File: src/rtl/core/lr_pkg.sv
// ----------------------------------------------------------------------------
// lr_pkg
// Shared types and constants for the line rasterizer.
// ----------------------------------------------------------------------------
package lr_pkg;

  // Input word kinds carried on in_tuser.
  localparam logic MODE_START = 1'b0;
  localparam logic MODE_STEP  = 1'b1;

  // Configuration register indexes.
  localparam logic CFG_SCREEN_WIDTH  = 1'b0;
  localparam logic CFG_SCREEN_HEIGHT = 1'b1;

  localparam int COORD_W  = 15;
  localparam int POS_W    = 16;
  localparam int ERR_W    = 17;
  localparam int COLOR_W  = 16;
  localparam int SCREEN_W = 14;

  localparam int IN_DATA_W  = 80;
  localparam int OUT_DATA_W = 48;

  localparam logic [SCREEN_W-1:0] SCREEN_WIDTH_RST  = 14'd320;
  localparam logic [SCREEN_W-1:0] SCREEN_HEIGHT_RST = 14'd480;

  // Line parameters after axis swap and endpoint ordering.
  typedef struct packed {
    logic                    steep;
    logic signed [POS_W-1:0] major_start;
    logic signed [POS_W-1:0] minor_start;
    logic signed [POS_W-1:0] major_end;
    logic [POS_W-1:0]        delta_major;
    logic [POS_W-1:0]        delta_minor;
    logic                    minor_down;
  } line_setup_t;

endpackage

File: src/rtl/core/lr_setup.sv
// ----------------------------------------------------------------------------
// lr_setup
// Turns two endpoints into major/minor axis form for the step engine.
// ----------------------------------------------------------------------------
module lr_setup
  import lr_pkg::*;
(
  input  logic signed [COORD_W-1:0] x_start,
  input  logic signed [COORD_W-1:0] y_start,
  input  logic signed [COORD_W-1:0] x_stop,
  input  logic signed [COORD_W-1:0] y_stop,
  output line_setup_t               setup
);

  logic signed [POS_W-1:0] x0, y0, x1, y1;
  logic signed [POS_W-1:0] dx, dy;
  logic [POS_W-1:0]        adx, ady;
  logic                    steep;
  logic signed [POS_W-1:0] a0, b0, a1, b1;
  logic signed [POS_W-1:0] ma0, mb0, ma1, mb1;
  logic signed [POS_W-1:0] db;

  always_comb begin
    x0 = POS_W'(x_start);
    y0 = POS_W'(y_start);
    x1 = POS_W'(x_stop);
    y1 = POS_W'(y_stop);
    dx = x1 - x0;
    dy = y1 - y0;
    adx = dx[POS_W-1] ? POS_W'(-dx) : POS_W'(dx);
    ady = dy[POS_W-1] ? POS_W'(-dy) : POS_W'(dy);
    steep = ady > adx;
    a0 = steep ? y0 : x0;
    b0 = steep ? x0 : y0;
    a1 = steep ? y1 : x1;
    b1 = steep ? x1 : y1;
    // Order the endpoints so that the major coordinate rises.
    if (a0 > a1) begin
      ma0 = a1; mb0 = b1; ma1 = a0; mb1 = b0;
    end else begin
      ma0 = a0; mb0 = b0; ma1 = a1; mb1 = b1;
    end
    db = mb1 - mb0;
    setup.steep       = steep;
    setup.major_start = ma0;
    setup.minor_start = mb0;
    setup.major_end   = ma1;
    setup.delta_major = POS_W'(ma1 - ma0);
    setup.delta_minor = db[POS_W-1] ? POS_W'(-db) : POS_W'(db);
    setup.minor_down  = !(mb0 < mb1);
  end

endmodule

File: src/rtl/core/line_rasterizer.sv
// ----------------------------------------------------------------------------
// line_rasterizer
// Bresenham line engine: one pixel word per start word and per step word in a line.
// ----------------------------------------------------------------------------
// A start word (in_tuser low) carries two endpoints and a color and yields the
// first pixel of the line; each step word (in_tuser high) yields the next pixel
// by the integer Bresenham rule, and a step with no line in progress yields
// nothing. Both endpoints are drawn, and the final pixel carries out_tlast.
// Each pixel is flagged visible when 0 <= x < screen_width and
// 0 <= y < screen_height; off-screen pixels are still delivered with the flag
// low. The block takes one word per clock when not stalled: the endpoint
// setup (axis swap, ordering, deltas) is done ahead of the input register,
// and the single Bresenham step (one subtract, one add and a compare) runs
// between the input and output registers, so throughput is one pixel per cycle.
// Backpressure on out_tready stalls the input side only when the output
// register is full and the held word would produce a pixel. The user must write
// configuration registers only while the block is idle; it is not enforced.
module line_rasterizer
  import lr_pkg::*;
(
  input  logic                  clk,
  input  logic                  rst_n,
  // Configuration write port.
  input  logic                  cfg_we,
  input  logic                  cfg_addr,
  input  logic [SCREEN_W-1:0]   cfg_wdata,
  // Input words.
  input  logic                  in_tvalid,
  output logic                  in_tready,
  // [14:0] x_start, [29:15] y_start, [44:30] x_stop, [59:45] y_stop,
  // [75:60] pixel_color, [79:76] zero.
  input  logic [IN_DATA_W-1:0]  in_tdata,
  // [0] mode.
  input  logic                  in_tuser,
  // Pixel words.
  output logic                  out_tvalid,
  input  logic                  out_tready,
  // [14:0] pixel_x, [29:15] pixel_y, [45:30] out_color, [46] visible,
  // [47] zero.
  output logic [OUT_DATA_W-1:0] out_tdata,
  // [0] last.
  output logic                  out_tlast
);

  // Screen size registers.
  logic [SCREEN_W-1:0] screen_width_r, screen_height_r;

  // Input register, with the line setup already worked out.
  logic                 s_valid_r;
  logic                 s_mode_r;
  line_setup_t          s_setup_r;
  logic [COLOR_W-1:0]   s_color_r;
  line_setup_t          setup;

  // Line state.
  logic                    active_r;
  logic                    steep_r;
  logic signed [POS_W-1:0] major_pos_r;
  logic signed [POS_W-1:0] minor_pos_r;
  logic signed [POS_W-1:0] major_end_r;
  logic signed [ERR_W-1:0] error_term_r;
  logic [POS_W-1:0]        delta_major_r;
  logic [POS_W-1:0]        delta_minor_r;
  logic                    minor_down_r;
  logic [COLOR_W-1:0]      line_color_r;

  // Output register.
  logic                  out_valid_r;
  logic [OUT_DATA_W-1:0] out_data_r;
  logic                  out_last_r;

  // Working values of the step stage.
  logic                    cur_steep;
  logic signed [POS_W-1:0] cur_major, cur_minor, cur_end;
  logic signed [ERR_W-1:0] cur_err;
  logic [POS_W-1:0]        cur_dmaj, cur_dmin;
  logic                    cur_down;
  logic [COLOR_W-1:0]      cur_color;
  logic signed [POS_W-1:0] px, py;
  logic                    px_vis, py_vis, vis, fin;
  logic signed [ERR_W-1:0] err_dec;
  logic signed [ERR_W-1:0] error_term_nxt;
  logic signed [POS_W-1:0] minor_pos_nxt;
  logic [OUT_DATA_W-1:0]   out_data_nxt;

  logic produce, out_free, advance, fire;

  lr_setup u_setup (
    .x_start (in_tdata[14:0]),
    .y_start (in_tdata[29:15]),
    .x_stop  (in_tdata[44:30]),
    .y_stop  (in_tdata[59:45]),
    .setup   (setup)
  );

  // A start always yields a pixel; a step only while a line is in progress.
  assign produce   = (s_mode_r == MODE_START) || active_r;
  assign out_free  = !out_valid_r || out_tready;
  assign advance   = s_valid_r && (out_free || !produce);
  assign fire      = advance && produce;
  assign in_tready = !s_valid_r || advance;

  always_comb begin
    if (s_mode_r == MODE_START) begin
      cur_steep = s_setup_r.steep;
      cur_major = s_setup_r.major_start;
      cur_minor = s_setup_r.minor_start;
      cur_end   = s_setup_r.major_end;
      cur_err   = ERR_W'(s_setup_r.delta_major >> 1);
      cur_dmaj  = s_setup_r.delta_major;
      cur_dmin  = s_setup_r.delta_minor;
      cur_down  = s_setup_r.minor_down;
      cur_color = s_color_r;
    end else begin
      cur_steep = steep_r;
      cur_major = major_pos_r;
      cur_minor = minor_pos_r;
      cur_end   = major_end_r;
      cur_err   = error_term_r;
      cur_dmaj  = delta_major_r;
      cur_dmin  = delta_minor_r;
      cur_down  = minor_down_r;
      cur_color = line_color_r;
    end

    px = cur_steep ? cur_minor : cur_major;
    py = cur_steep ? cur_major : cur_minor;
    // Coordinates stay within 15 signed bits, so the low 15 bits compare exactly.
    px_vis = !px[POS_W-1] && (px[COORD_W-1:0] < {1'b0, screen_width_r});
    py_vis = !py[POS_W-1] && (py[COORD_W-1:0] < {1'b0, screen_height_r});
    vis    = px_vis && py_vis;
    fin    = cur_major >= cur_end;

    err_dec = cur_err - $signed({1'b0, cur_dmin});
    if (err_dec < 0) begin
      error_term_nxt = err_dec + $signed({1'b0, cur_dmaj});
      minor_pos_nxt  = cur_down ? cur_minor - 16'sd1 : cur_minor + 16'sd1;
    end else begin
      error_term_nxt = err_dec;
      minor_pos_nxt  = cur_minor;
    end

    out_data_nxt = {1'b0, vis, cur_color, py[COORD_W-1:0], px[COORD_W-1:0]};
  end

  // Control registers.
  always_ff @(posedge clk) begin
    if (!rst_n) begin
      screen_width_r  <= SCREEN_WIDTH_RST;
      screen_height_r <= SCREEN_HEIGHT_RST;
      s_valid_r       <= 1'b0;
      active_r        <= 1'b0;
      out_valid_r     <= 1'b0;
    end else begin
      if (cfg_we) begin
        unique case (cfg_addr)
          CFG_SCREEN_WIDTH:  screen_width_r  <= cfg_wdata;
          CFG_SCREEN_HEIGHT: screen_height_r <= cfg_wdata;
          default: ;
        endcase
      end
      if (in_tready) begin
        s_valid_r <= in_tvalid;
      end
      if (fire) begin
        active_r <= !fin;
      end
      if (out_free) begin
        out_valid_r <= fire;
      end
    end
  end

  // Payload registers.
  always_ff @(posedge clk) begin
    if (in_tready && in_tvalid) begin
      s_mode_r  <= in_tuser;
      s_setup_r <= setup;
      s_color_r <= in_tdata[75:60];
    end
    if (fire) begin
      steep_r       <= cur_steep;
      major_pos_r   <= cur_major + 16'sd1;
      minor_pos_r   <= minor_pos_nxt;
      major_end_r   <= cur_end;
      error_term_r  <= error_term_nxt;
      delta_major_r <= cur_dmaj;
      delta_minor_r <= cur_dmin;
      minor_down_r  <= cur_down;
      line_color_r  <= cur_color;
      out_data_r    <= out_data_nxt;
      out_last_r    <= fin;
    end
  end

  assign out_tvalid = out_valid_r;
  assign out_tdata  = out_data_r;
  assign out_tlast  = out_last_r;

endmodule

File: config.mk
export PLATFORM = sky130hd
export DESIGN_NAME = line_rasterizer
export DESIGN_NICKNAME = d
export VERILOG_FILES = /design/src/rtl/core/lr_pkg.sv /design/src/rtl/core/lr_setup.sv /design/src/rtl/core/line_rasterizer.sv
export SDC_FILE = /design/constraint.sdc
export NUM_CORES = 1
export LEC_CHECK = 0
export ABC_AREA = 1
export BUFFER_PORTS_ARGS = -buffer_cell sky130_fd_sc_hd__buf_2
export CORE_ASPECT_RATIO = 1.4
export CORE_MARGIN = 3
export CORE_UTILIZATION = 61
export DETAILED_ROUTE_END_ITERATION = 8
export GPL_TIMING_DRIVEN = 0
export PLACE_DENSITY = 0.85
export SYNTH_ARGS = -nofsm -noshare
export SYNTH_HDL_FRONTEND = slang
export SYNTH_SLANG_ARGS = --single-unit
File: constraint.sdc
create_clock -name clk -period 15.8 [get_ports clk]
set_clock_uncertainty 0.2 [all_clocks]
set_input_delay 0 -clock clk [delete_from_list [all_inputs] [get_ports clk]]
set_output_delay 0 -clock clk [all_outputs]
set_load 0.05 [all_outputs]
==> metrics.md, run 1 <==
| Metric | Value |
|---|---|
| Largest net degree at the start of global routing | `34` |
| Nets | `between 3000 and 4000` |
| Multi-input gate area | `just over 0.01 mm²` |
| Largest Register | `s_setup_r` |
| Final min period | `10.62 ns` |
| Yosys top cell by area | `edfxtp_1` |
| CP arrival | `between 10 and 15 ns` |
| First-pass GRT wire length | `97840 µm` |
| Clk sinks | `274` |
| H-tree depth | `1` |
| Unrepaired setup endpoints after global routing | `false` |
| Tightest Pin Transition | `roughly 1.2 ns` |
| Synthesized area per cell | `~8 µm²` |
| Syn-to-layout area delta | `18.53%` |
| Hold path depth | `2` |
| Share of cells above drive strength 1 | `around 10%` |
| Yosys top cell area share | `36.81%` |
| Routed via count | `18970` |
| Crit path max fanout | `10` |
| CTS buffer count | `23` |
| Flops & latches, synth | `274` |
| Synth unique cells | `48` |
| Post-CTS Resized | `0` |
| Seq/Total Area, Yosys | `39.94%` |
| Reg2reg path depth | `25` |
| WP data required | `15.89 ns` |
| Die height | `~220 µm` |
| Final Max Tran Viols | `0` |
| PortBufs | `145` |
| Gpl congestion | `1.016` |
| Drt total wl | `63370 µm` |
| Syn_nets | `~2800` |
| DRT Pass-1 Iters | `7` |
| Gate Count Post-Synth | `2499` |
| Worst Setup End Kind | `flop` |
| Worst-skew pair later-pin latency | `0.55 ns` |
| Residual DRC | `0` |
| Hold Vio Cnt, Final | `0` |
| Status | `finished clean` |
| Vias in the first global route | `between 15000 and 20000` |
| Cell area after synthesis | `a little under 0.02 mm²` |
| WL/cell | `just under 20 µm` |
| Number of cell rows | `between 70 and 80` |
| Diode count | `0` |
| Crit Path Category | `in2reg` |
| Initial antenna violation count | `0` |
| Period utilisation layout | `67.19%` |
| Post-CTS setup buffers | `0` |
| Antenna-violating nets left | `0` |
| Type of the worst min-delay path | `in2reg` |
| Slew margin rel. | `16.04%` |
| Starting density of the core | `around 62%` |
| Number of flops mapped to enable cells by yosys | `243` |
| Fillers | `2373` |
| Yosys warnings | `0` |
| Slowest Stage Delay on Critical Path | `0.80 ns` |
| Gr ovfl total | `0` |
| Core area | `between 0.03 and 0.04 mm²` |
| Fraction of registers with async set/reset | `0%` |
| Die X | `~160 µm` |
| Endpoints failing setup | `0` |
| Vias per cell | `around 5.9` |
| Die Footprint | `0.03473 mm²` |
| CTS tree | `done` |
| Most common cell on crit path | `nand2_1` |
| Fmax | `94.20 MHz` |
| GR Util All Layers | `36.19%` |
| Setup TNS | `0 ns` |
| Seq. cell area | `0.007918 mm²` |
| # IOs | `152` |
| Largest register FFs | `79` |
| Ys flop type | `edfxtp_1` |
| Dpl hpwl | `48010 µm` |
| Max-Cap Viols | `0` |
| CP Launch Type | `primary input` |
| 1st-iter DRT viols | `1512` |
| CP max-delay cell | `nor3_1` |
| Clock Tree Buf Depth | `3` |
| Ranking of synthesized cells by area | `edfxtp_1, nand2_1, ha_1, inv_1, o21ai_0` |
| Worst-path clk slew | `~0.07 ns` |
| Clk root buf | `clkbuf_16` |
[cell usage after synthesis, types with 24 or more instances]
master,instances
a21oi_1,135
clkbuf_1,45
dfxtp_1,31
edfxtp_1,243
ha_1,170
inv_1,349
nand2_1,701
nand3_1,112
nand4_1,24
nor2_1,92
nor3_1,31
o21ai_0,219
or2_2,51
xnor2_1,32
xor2_1,97
[kinds of logic after synthesis]
family | count (synthesis) | share of synthesized area [%]
DFF | 274 | 39.94
and+or+nand+nor | 1050 | 22.53
other | 1 | 0.01892
buffers and inverters | 423 | 8.313
xor gates and xnor gates | 129 | 5.700
adders and majority gates | 176 | 11.34
AOI/OAI and AO/OA | 446 | 12.16
[critical path: cells and delay by family]
family | cells | cell delay [ns]
AND/OR/NAND/NOR | 23 | 4.76
buffers and inverters | 12 | 2.24
adder cells (fa/ha/maj) | 5 | 1.63
XOR/XNOR | 2 | 0.67
AO/OA/AOI/OAI | 9 | 1.38
[layer usage]
| metal | vias up | wire length (µm) | global-route usage, % |
|---|---|---|---|
| met3 | 299 | 3872 | 4.537 |
| met2 | 971 | 31490 | 64.59 |
| li1 | 8957 | - | - |
| met5 | - | 0 | 0 |
| met4 | 0 | 6550 | 31.33 |
| met1 | 8743 | 21460 | 36.41 |
[cells in the final DEF (no fill, tap or decap), types with 6 or more instances in the layout]
master         count
a211oi_1           6
a21o_1             8
a21oi_1          135
a31oi_1           15
buf_12             6
buf_2            160
clkbuf_1          49
clkbuf_16         23
dfxtp_1           31
dlygate4sd3_1    154
edfxtp_1         243
fa_1               6
ha_1             170
inv_1            349
nand2_1          701
nand2_2           12
nand3_1          112
nand3b_1          11
nand4_1           24
nor2_1            90
nor3_1            31
o211ai_1          13
o21ai_0          219
o21ai_1           17
o21bai_1           8
or2_2             51
xnor2_1           32
xor2_1            97
[cell type report]
class | count | area share [%]
Timing Repair Buffer | 306 | 10.28
Multi-Input combinational cell | 1802 | 43.76
Tap cell | 395 | 2.103
Buffer | 72 | 1.406
Clock buffer | 27 | 2.513
Inverter | 351 | 5.607
Sequential cell | 274 | 33.70
Clock inverter | 14 | 0.6337
[per-stage QoR]
| step | instance area (µm²) | hold slack [ns] | utilization, % | std cells | setup slack [ns] |
|---|---|---|---|---|---|
| 2_1_floorplan | 19820 | -0.1011 | - | 2499 | 8.185 |
| 3_3_place_gp | 21040 | -0.02112 | 66.19 | 3039 | 5.005 |
| 3_5_place_dp | 21210 | -0.02190 | 66.72 | 3046 | 5.514 |
| 4_1_cts | 23490 | 0.004154 | 73.90 | 3241 | 5.472 |
| 5_1_grt | 23500 | 0.003511 | 73.90 | 3241 | 4.596 |
| 6_report | 23500 | 0.01140 | 73.90 | 3241 | 5.184 |
[final timing paths]
path | startpoint | end | slack (ns)
worst max-delay path | in_tdata[45] | s_setup_r[12]$_DFFE_PP_ | 5.18
worst min-delay path | in_tdata[60] | s_color_r[0]$_DFFE_PP_ | 0.01
worst max register to register | s_mode_r$_DFFE_PP_ | error_term_r[15]$_DFFE_PP_ | 8.85
worst min register to register | s_color_r[0]$_DFFE_PP_ | line_color_r[0]$_DFFE_PP_ | 0.22
[what timing repair did]
item	in CTS	in global routing
hold buffers	154	0
endpoints found under the hold margin	121	0
setup endpoints to repair	0	0
Power of run 1 is not shown: default switching activity piles up to over one toggle a cycle in this logic, so the estimate is an artifact.
==> run 2, diff against run 1 <==
--- a/config.mk
+++ b/config.mk
@@ -9,10 +9,10 @@
 export BUFFER_PORTS_ARGS = -buffer_cell sky130_fd_sc_hd__buf_2
 export CORE_ASPECT_RATIO = 1.4
 export CORE_MARGIN = 3
-export CORE_UTILIZATION = 61
+export CORE_UTILIZATION = 56
 export DETAILED_ROUTE_END_ITERATION = 8
 export GPL_TIMING_DRIVEN = 0
-export PLACE_DENSITY = 0.85
+export PLACE_DENSITY = 0.82
 export SYNTH_ARGS = -nofsm -noshare
 export SYNTH_HDL_FRONTEND = slang
 export SYNTH_SLANG_ARGS = --single-unit
==> constraint.sdc (replaced) <==
create_clock -name clk -period 9.2 [get_ports clk]
set_clock_uncertainty 0.2 [all_clocks]
set_input_delay 0 -clock clk [delete_from_list [all_inputs] [get_ports clk]]
set_output_delay 0 -clock clk [all_outputs]
set_load 0.05 [all_outputs]
==> run 2 against run 1 <==
Against the previous run:
- the flow now finishes with violations (hold timing)
- clock-buffer cell count is 2 higher
- via count is 0.90% lower
- hold slack worse by 0.019 ns
- sequential share of layout area is 0.59 points lower
- die area is 8.6% higher
- register-to-register slack worse by 6.5 ns
- critical path depth stayed put
==> metrics.md, run 2 (same netlist as run 1, synthesis figures left out) <==
| Metric | Value |
|---|---|
| Status | `finished, violations left` |
| Failing checks | `hold timing` |
| WP data required | `about 9.3 ns` |
| DRT Pass-1 Iters | `8` |
| H-tree depth | `1` |
| CTS tree | `done` |
| Final min period | `8.768 ns` |
| Max-Cap Viols | `0` |
| Die X | `165.0 µm` |
| Crit. Startpoint | `in_tdata[39]` |
| Most frequent cells in the layout | `nand2_1, inv_1, edfxtp_1` |
| Antenna-violating nets left | `0` |
| # IOs | `152` |
| Gpl congestion | `1.045` |
| Inst Count DP | `~3100` |
| Starting density of the core | `a little under three fifths` |
| CP Launch Type | `primary input` |
| Drt total wl | `~60000 µm` |
| Crit Path Category | `in2reg` |
| Crit path max fanout | `10` |
| Die height | `between 200 and 250 µm` |
| CP max-delay cell | `dlygate4sd3_1` |
| Hold Vio Cnt, Final | `1` |
| Slew margin rel. | `between 40% and 50%` |
| Most common cell on crit path | `nand2_1` |
| First-pass GRT wire length | `94630 µm` |
| Clk root buf | `clkbuf_16` |
| Worst-path clk slew | `0.07 ns` |
| Routed via count | `18799` |
| Seq. cell area | `0.007918 mm²` |
| Residual DRC | `0` |
| Clk sinks | `274` |
| Nets | `approximately 3100` |
| Fillers | `2698` |
| WL/cell | `roughly 18 µm` |
| Gr ovfl total | `0` |
| CP arrival | `8.86 ns` |
| Unrepaired setup endpoints after global routing | `false` |
| Share of cells above drive strength 1 | `11.48%` |
| Period utilisation layout | `a little over nine tenths` |
| Final Max Tran Viols | `0` |
| HP Start | `in_tdata[9]` |
| GR Util All Layers | `between 30% and 40%` |
| Vias in the first global route | `18834` |
| Endpoints failing setup | `0` |
| CTS buffer count | `24` |
| Largest net degree at the start of global routing | `36` |
| Dpl hpwl | `47280 µm` |
| Fmax | `114.1 MHz` |
| Final cell count without fillers | `3318` |
| Vias per cell | `about 5.7` |
| Most common cell after layout, fill and taps aside | `nand2_1` |
| Clock Tree Buf Depth | `3` |
| PortBufs | `~150` |
| 1st-iter DRT viols | `approximately 1500` |
| Core area | `approximately 0.035 mm²` |
| Largest Register | `s_setup_r` |
| Slowest Stage Delay on Critical Path | `0.53 ns` |
| Worst-skew pair later-pin latency | `approximately 0.55 ns` |
| Number of cell rows | `80` |
| Critical R2R Launch | `s_mode_r$_DFFE_PP_` |
| Initial antenna violation count | `1` |
| Type of the worst min-delay path | `in2reg` |
| Multi-input gate area | `0.01041 mm²` |
| Largest register FFs | `79` |
| Tightest Pin Transition | `around 0.85 ns` |
| Die Footprint | `0.03772 mm²` |
| Syn-to-layout area delta | `20.64%` |
| Worst Setup End Kind | `flop` |
| Worst hold slack | `-0.007269 ns` |
==> run 2: cell count changes in the layout (fill, tap and decap cells not counted), sizes merged <==
cell,previous run,this run
diode,0,1
clkinv,8,9
clkbuf,72,75
clkinvlp,2,1
bufinv,3,1
inv,352,354
dlygate4sd3,154,170
buf,179,180
==> run 2: what timing repair did <==
action,4_1_cts,5_1_grt
gates resized for setup,3,51
hold buffers,169,1
endpoints found under the setup margin,8,16
pin swaps,0,2
setup buffers,0,2
endpoints found under the hold margin,126,1
==> run 2: per-layer routing <==
| metal | vias to the layer above | share of wire [%] | wire (µm) | global-route usage (%) |
|---|---|---|---|---|
| met4 | 0 | 8.7 | 5326 | 22.19 |
| met2 | 892 | 50 | 30420 | 56.82 |
| met3 | 256 | 6.1 | 3713 | 3.209 |
| met5 | - | 0 | 0 | 0 |
| li1 | 8988 | - | - | - |
| met1 | 8663 | 35 | 21520 | 33.93 |
==> run 2: worst paths after layout <==
check	end	cells past startpoint	slack, ns
worst min-delay path	s_setup_r[58]$_DFFE_PP_	7	-0.007
worst min register to register	line_color_r[13]$_DFFE_PP_	0	0.22
worst max register to register	error_term_r[15]$_DFFE_PP_	25	2.32
worst max-delay path	s_setup_r[12]$_DFFE_PP_	51	0.43
==> run 2: through the flow <==
step                      hold slack, ns  setup slack [ns]  util [%]  setup TNS [ns]  cell area [µm²]
after CTS                       0.003234           0.04531     68.76               0            23750
after detailed placement        -0.02186           -0.6880     61.63          -8.515            21280
after floorplan                  -0.1011             1.585         -               0            19820
after global routing             0.01580          0.004415     69.25               0            23910
after global placement          -0.02330            -1.516     61.14         -204.06            21110
final                          -0.007269            0.4323     69.25               0            23910
==> run 2: layout make-up <==
cell class | instances | share of cell area [%]
plain buffers | 72 | 1.444
clock inverters | 14 | 0.4447
diodes | 1 | 0.01046
clock buffers | 29 | 2.763
multi-input cells | 1802 | 43.53
repair buffers | 324 | 10.83
well taps | 451 | 2.360
inverters | 351 | 5.509
flip-flops and latches | 274 | 33.11
==> run 2: critical path: cells and delay by family <==
family / cells / cell delay (ns)
AOI/OAI and AO/OA: 5 / 1.22
buffers and inverters: 11 / 2.58
and+or+nand+nor: 29 / 3.26
xor gates and xnor gates: 2 / 0.32
adders and majority gates: 4 / 1.42
Power of run 2 is left out for the same reason.
==> run 3, diff against run 2 <==
--- a/config.mk
+++ b/config.mk
@@ -9,10 +9,10 @@
 export BUFFER_PORTS_ARGS = -buffer_cell sky130_fd_sc_hd__buf_2
 export CORE_ASPECT_RATIO = 1.4
 export CORE_MARGIN = 3
-export CORE_UTILIZATION = 56
+export CORE_UTILIZATION = 61
 export DETAILED_ROUTE_END_ITERATION = 8
 export GPL_TIMING_DRIVEN = 0
-export PLACE_DENSITY = 0.82
+export PLACE_DENSITY = 0.85
 export SYNTH_ARGS = -nofsm -noshare
 export SYNTH_HDL_FRONTEND = slang
 export SYNTH_SLANG_ARGS = --single-unit
==> constraint.sdc (replaced) <==
create_clock -name clk -period 9.6 [get_ports clk]
set_clock_uncertainty 0.2 [all_clocks]
set_input_delay 0 -clock clk [delete_from_list [all_inputs] [get_ports clk]]
set_output_delay 0 -clock clk [all_outputs]
set_load 0.05 [all_outputs]
==> run 3 against run 2 <==
Against the previous run:
- the run still ends with hold timing left
- utilization increased by 5.0 points
- final cell count decreased by 2.2%
- global-route usage increased by 4.5 points
- cell area decreased by 1.2%
- first-iteration DRC count increased by 0.33%
- non-clock buffer count decreased by 15
- worst setup slack improved by 0.15 ns
- critical path type unchanged
==> metrics.md, run 3 (same netlist as run 1, synthesis figures left out) <==
| Metric | Value |
|---|---|
| Hold Vio Cnt, Final | `2` |
| Final Max Tran Viols | `0` |
| Die height | `219.3 µm` |
| Post-route setup slack | `about 0.58 ns` |
| 1st-iter DRT viols | `1520` |
| Worst-skew pair later-pin latency | `approximately 0.54 ns` |
| Starting density of the core | `between 60 and 70%` |
| GR Util All Layers | `36.11%` |
| Placed Instance Area | `~0.021 mm²` |
| Initial antenna violation count | `0` |
| Multi-input gate area | `approximately 0.010 mm²` |
| Final Instance Area | `roughly 0.024 mm²` |
| Most common cell on crit path | `nand2_1` |
| Drt total wl | `63570 µm` |
| Antenna-violating nets left | `0` |
| Setup TNS | `0 ns` |
| Type of the worst min-delay path | `in2reg` |
| Endpoints failing setup | `0` |
| Fmax | `110.9 MHz` |
| WP data required | `9.69 ns` |
| Gpl congestion | `~1.0` |
| Crit path max fanout | `10` |
| Final min period | `9.016 ns` |
| Residual DRC | `0` |
| First-pass GRT wire length | `97630 µm` |
| CP max-delay cell | `dlygate4sd3_1` |
| Vias per cell | `5.874` |
| Routed via count | `around 19000` |
| DP Worst Slack | `-0.6862 ns` |
| Clock Tree Buf Depth | `3` |
| Worst-path clk slew | `0.07 ns` |
| Syn-to-layout area delta | `19.15%` |
| Most common cell after layout, fill and taps aside | `nand2_1` |
| CP Launch Type | `primary input` |
| Number of cell rows | `77` |
| CP arrival | `9.11 ns` |
| Vias in the first global route | `approximately 19000` |
| Most frequent cells in the layout | `nand2_1, inv_1, edfxtp_1` |
| # IOs | `152` |
| CTS tree | `done` |
| Crit Path Category | `in2reg` |
| Period utilisation layout | `between 90% and 100%` |
| Largest net degree at the start of global routing | `34` |
| Largest Register | `s_setup_r` |
| PortBufs | `approximately 150` |
| Slowest Stage Delay on Critical Path | `~0.52 ns` |
| Die X | `roughly 160 µm` |
| Failing checks | `hold timing` |
| Nets | `roughly 3100` |
| Worst Setup End Kind | `flop` |
| DRT Pass-1 Iters | `6` |
| Worst hold slack | `-0.03891 ns` |
| CTS buffer count | `23` |
| Status | `finished, violations left` |
| Gr ovfl total | `0` |
| Tightest Pin Transition | `approximately 1.2 ns` |
| Max-Cap Viols | `0` |
| Clk root buf | `clkbuf_16` |
| Diode count | `0` |
| Reg-to-reg slack, setup | `2.64 ns` |
| Fillers | `about 2400` |
| H-tree depth | `1` |
| Slew margin rel. | `17.36%` |
| Clk sinks | `274` |
| Largest register FFs | `79` |
| Core area | `0.03179 mm²` |
| Seq. cell area | `0.007918 mm²` |
| Share of cells above drive strength 1 | `10.99%` |
| Dpl hpwl | `48010 µm` |
| WL/cell | `19.60 µm` |
| Die Footprint | `0.03473 mm²` |
-- run 3: cell count changes in the layout (fill, tap and decap cells not counted), moves of 2 or more --
cell,before,now
dlygate4sd3_1,170,156
nor3_1,23,28
nor3_2,8,3
buf_2,160,157
clkbuf_4,1,4
bufinv_16,1,3
clkbuf_16,25,23
clkbuf_2,6,8
clkbuf_8,2,0
ha_1,168,170
ha_2,2,0
inv_1,347,349
inv_2,4,2
-- run 3: per-layer routing --
layer | vias to the layer above | wire (µm) | GRT usage, %
li1 | 8969 | - | -
met1 | 8775 | 21480 | 36.17
met2 | 1009 | 31790 | 64.79
met3 | 303 | 3955 | 4.715
met4 | 0 | 6350 | 30.67
met5 | - | 0 | 0
-- run 3: area by class of cell --
class                           instances  area share (%)
Clock buffer                           27           2.500
Multi-Input combinational cell       1802           43.83
Clock inverter                         14          0.6304
Timing Repair Buffer                  310           10.37
Sequential cell                       274           33.52
Inverter                              351           5.578
Tap cell                              395           2.092
Buffer                                 71           1.473
-- run 3: critical path, delay by kind of cell --
kind,cells,cell delay (ns)
compound gates,9,1.57
simple gates,24,3.46
fa+ha+maj,4,1.42
buf+inv,12,1.98
xor+xnor,3,0.67
-- run 3: path summary, 6_finish.rpt --
check,startpoint,cells after the start,endpoint
max,in_tdata[2],52,s_setup_r[12]$_DFFE_PP_
min,in_tdata[25],7,s_setup_r[59]$_DFFE_PP_
max reg2reg,s_mode_r$_DFFE_PP_,25,error_term_r[15]$_DFFE_PP_
min reg2reg,s_color_r[0]$_DFFE_PP_,0,line_color_r[0]$_DFFE_PP_
-- run 3: per-stage QoR --
| stage | hold slack [ns] | util, % | instances |
|---|---|---|---|
| 2_1_floorplan | -0.1011 | - | 2499 |
| 3_3_place_gp | -0.02112 | 66.19 | 3039 |
| 3_5_place_dp | -0.02190 | 66.72 | 3046 |
| 4_1_cts | 0.004154 | 73.91 | 3241 |
| 5_1_grt | 0.003511 | 74.29 | 3244 |
| 6_report | -0.03891 | 74.29 | 3244 |
-- run 3: timing repair --
action	CTS	global route
pin swaps	0	3
setup endpoints to repair	4	16
hold buffers	154	2
setup buffers	0	2
resized for setup	1	39
endpoints found under the hold margin	121	2
Power of run 3 is left out for the same reason.
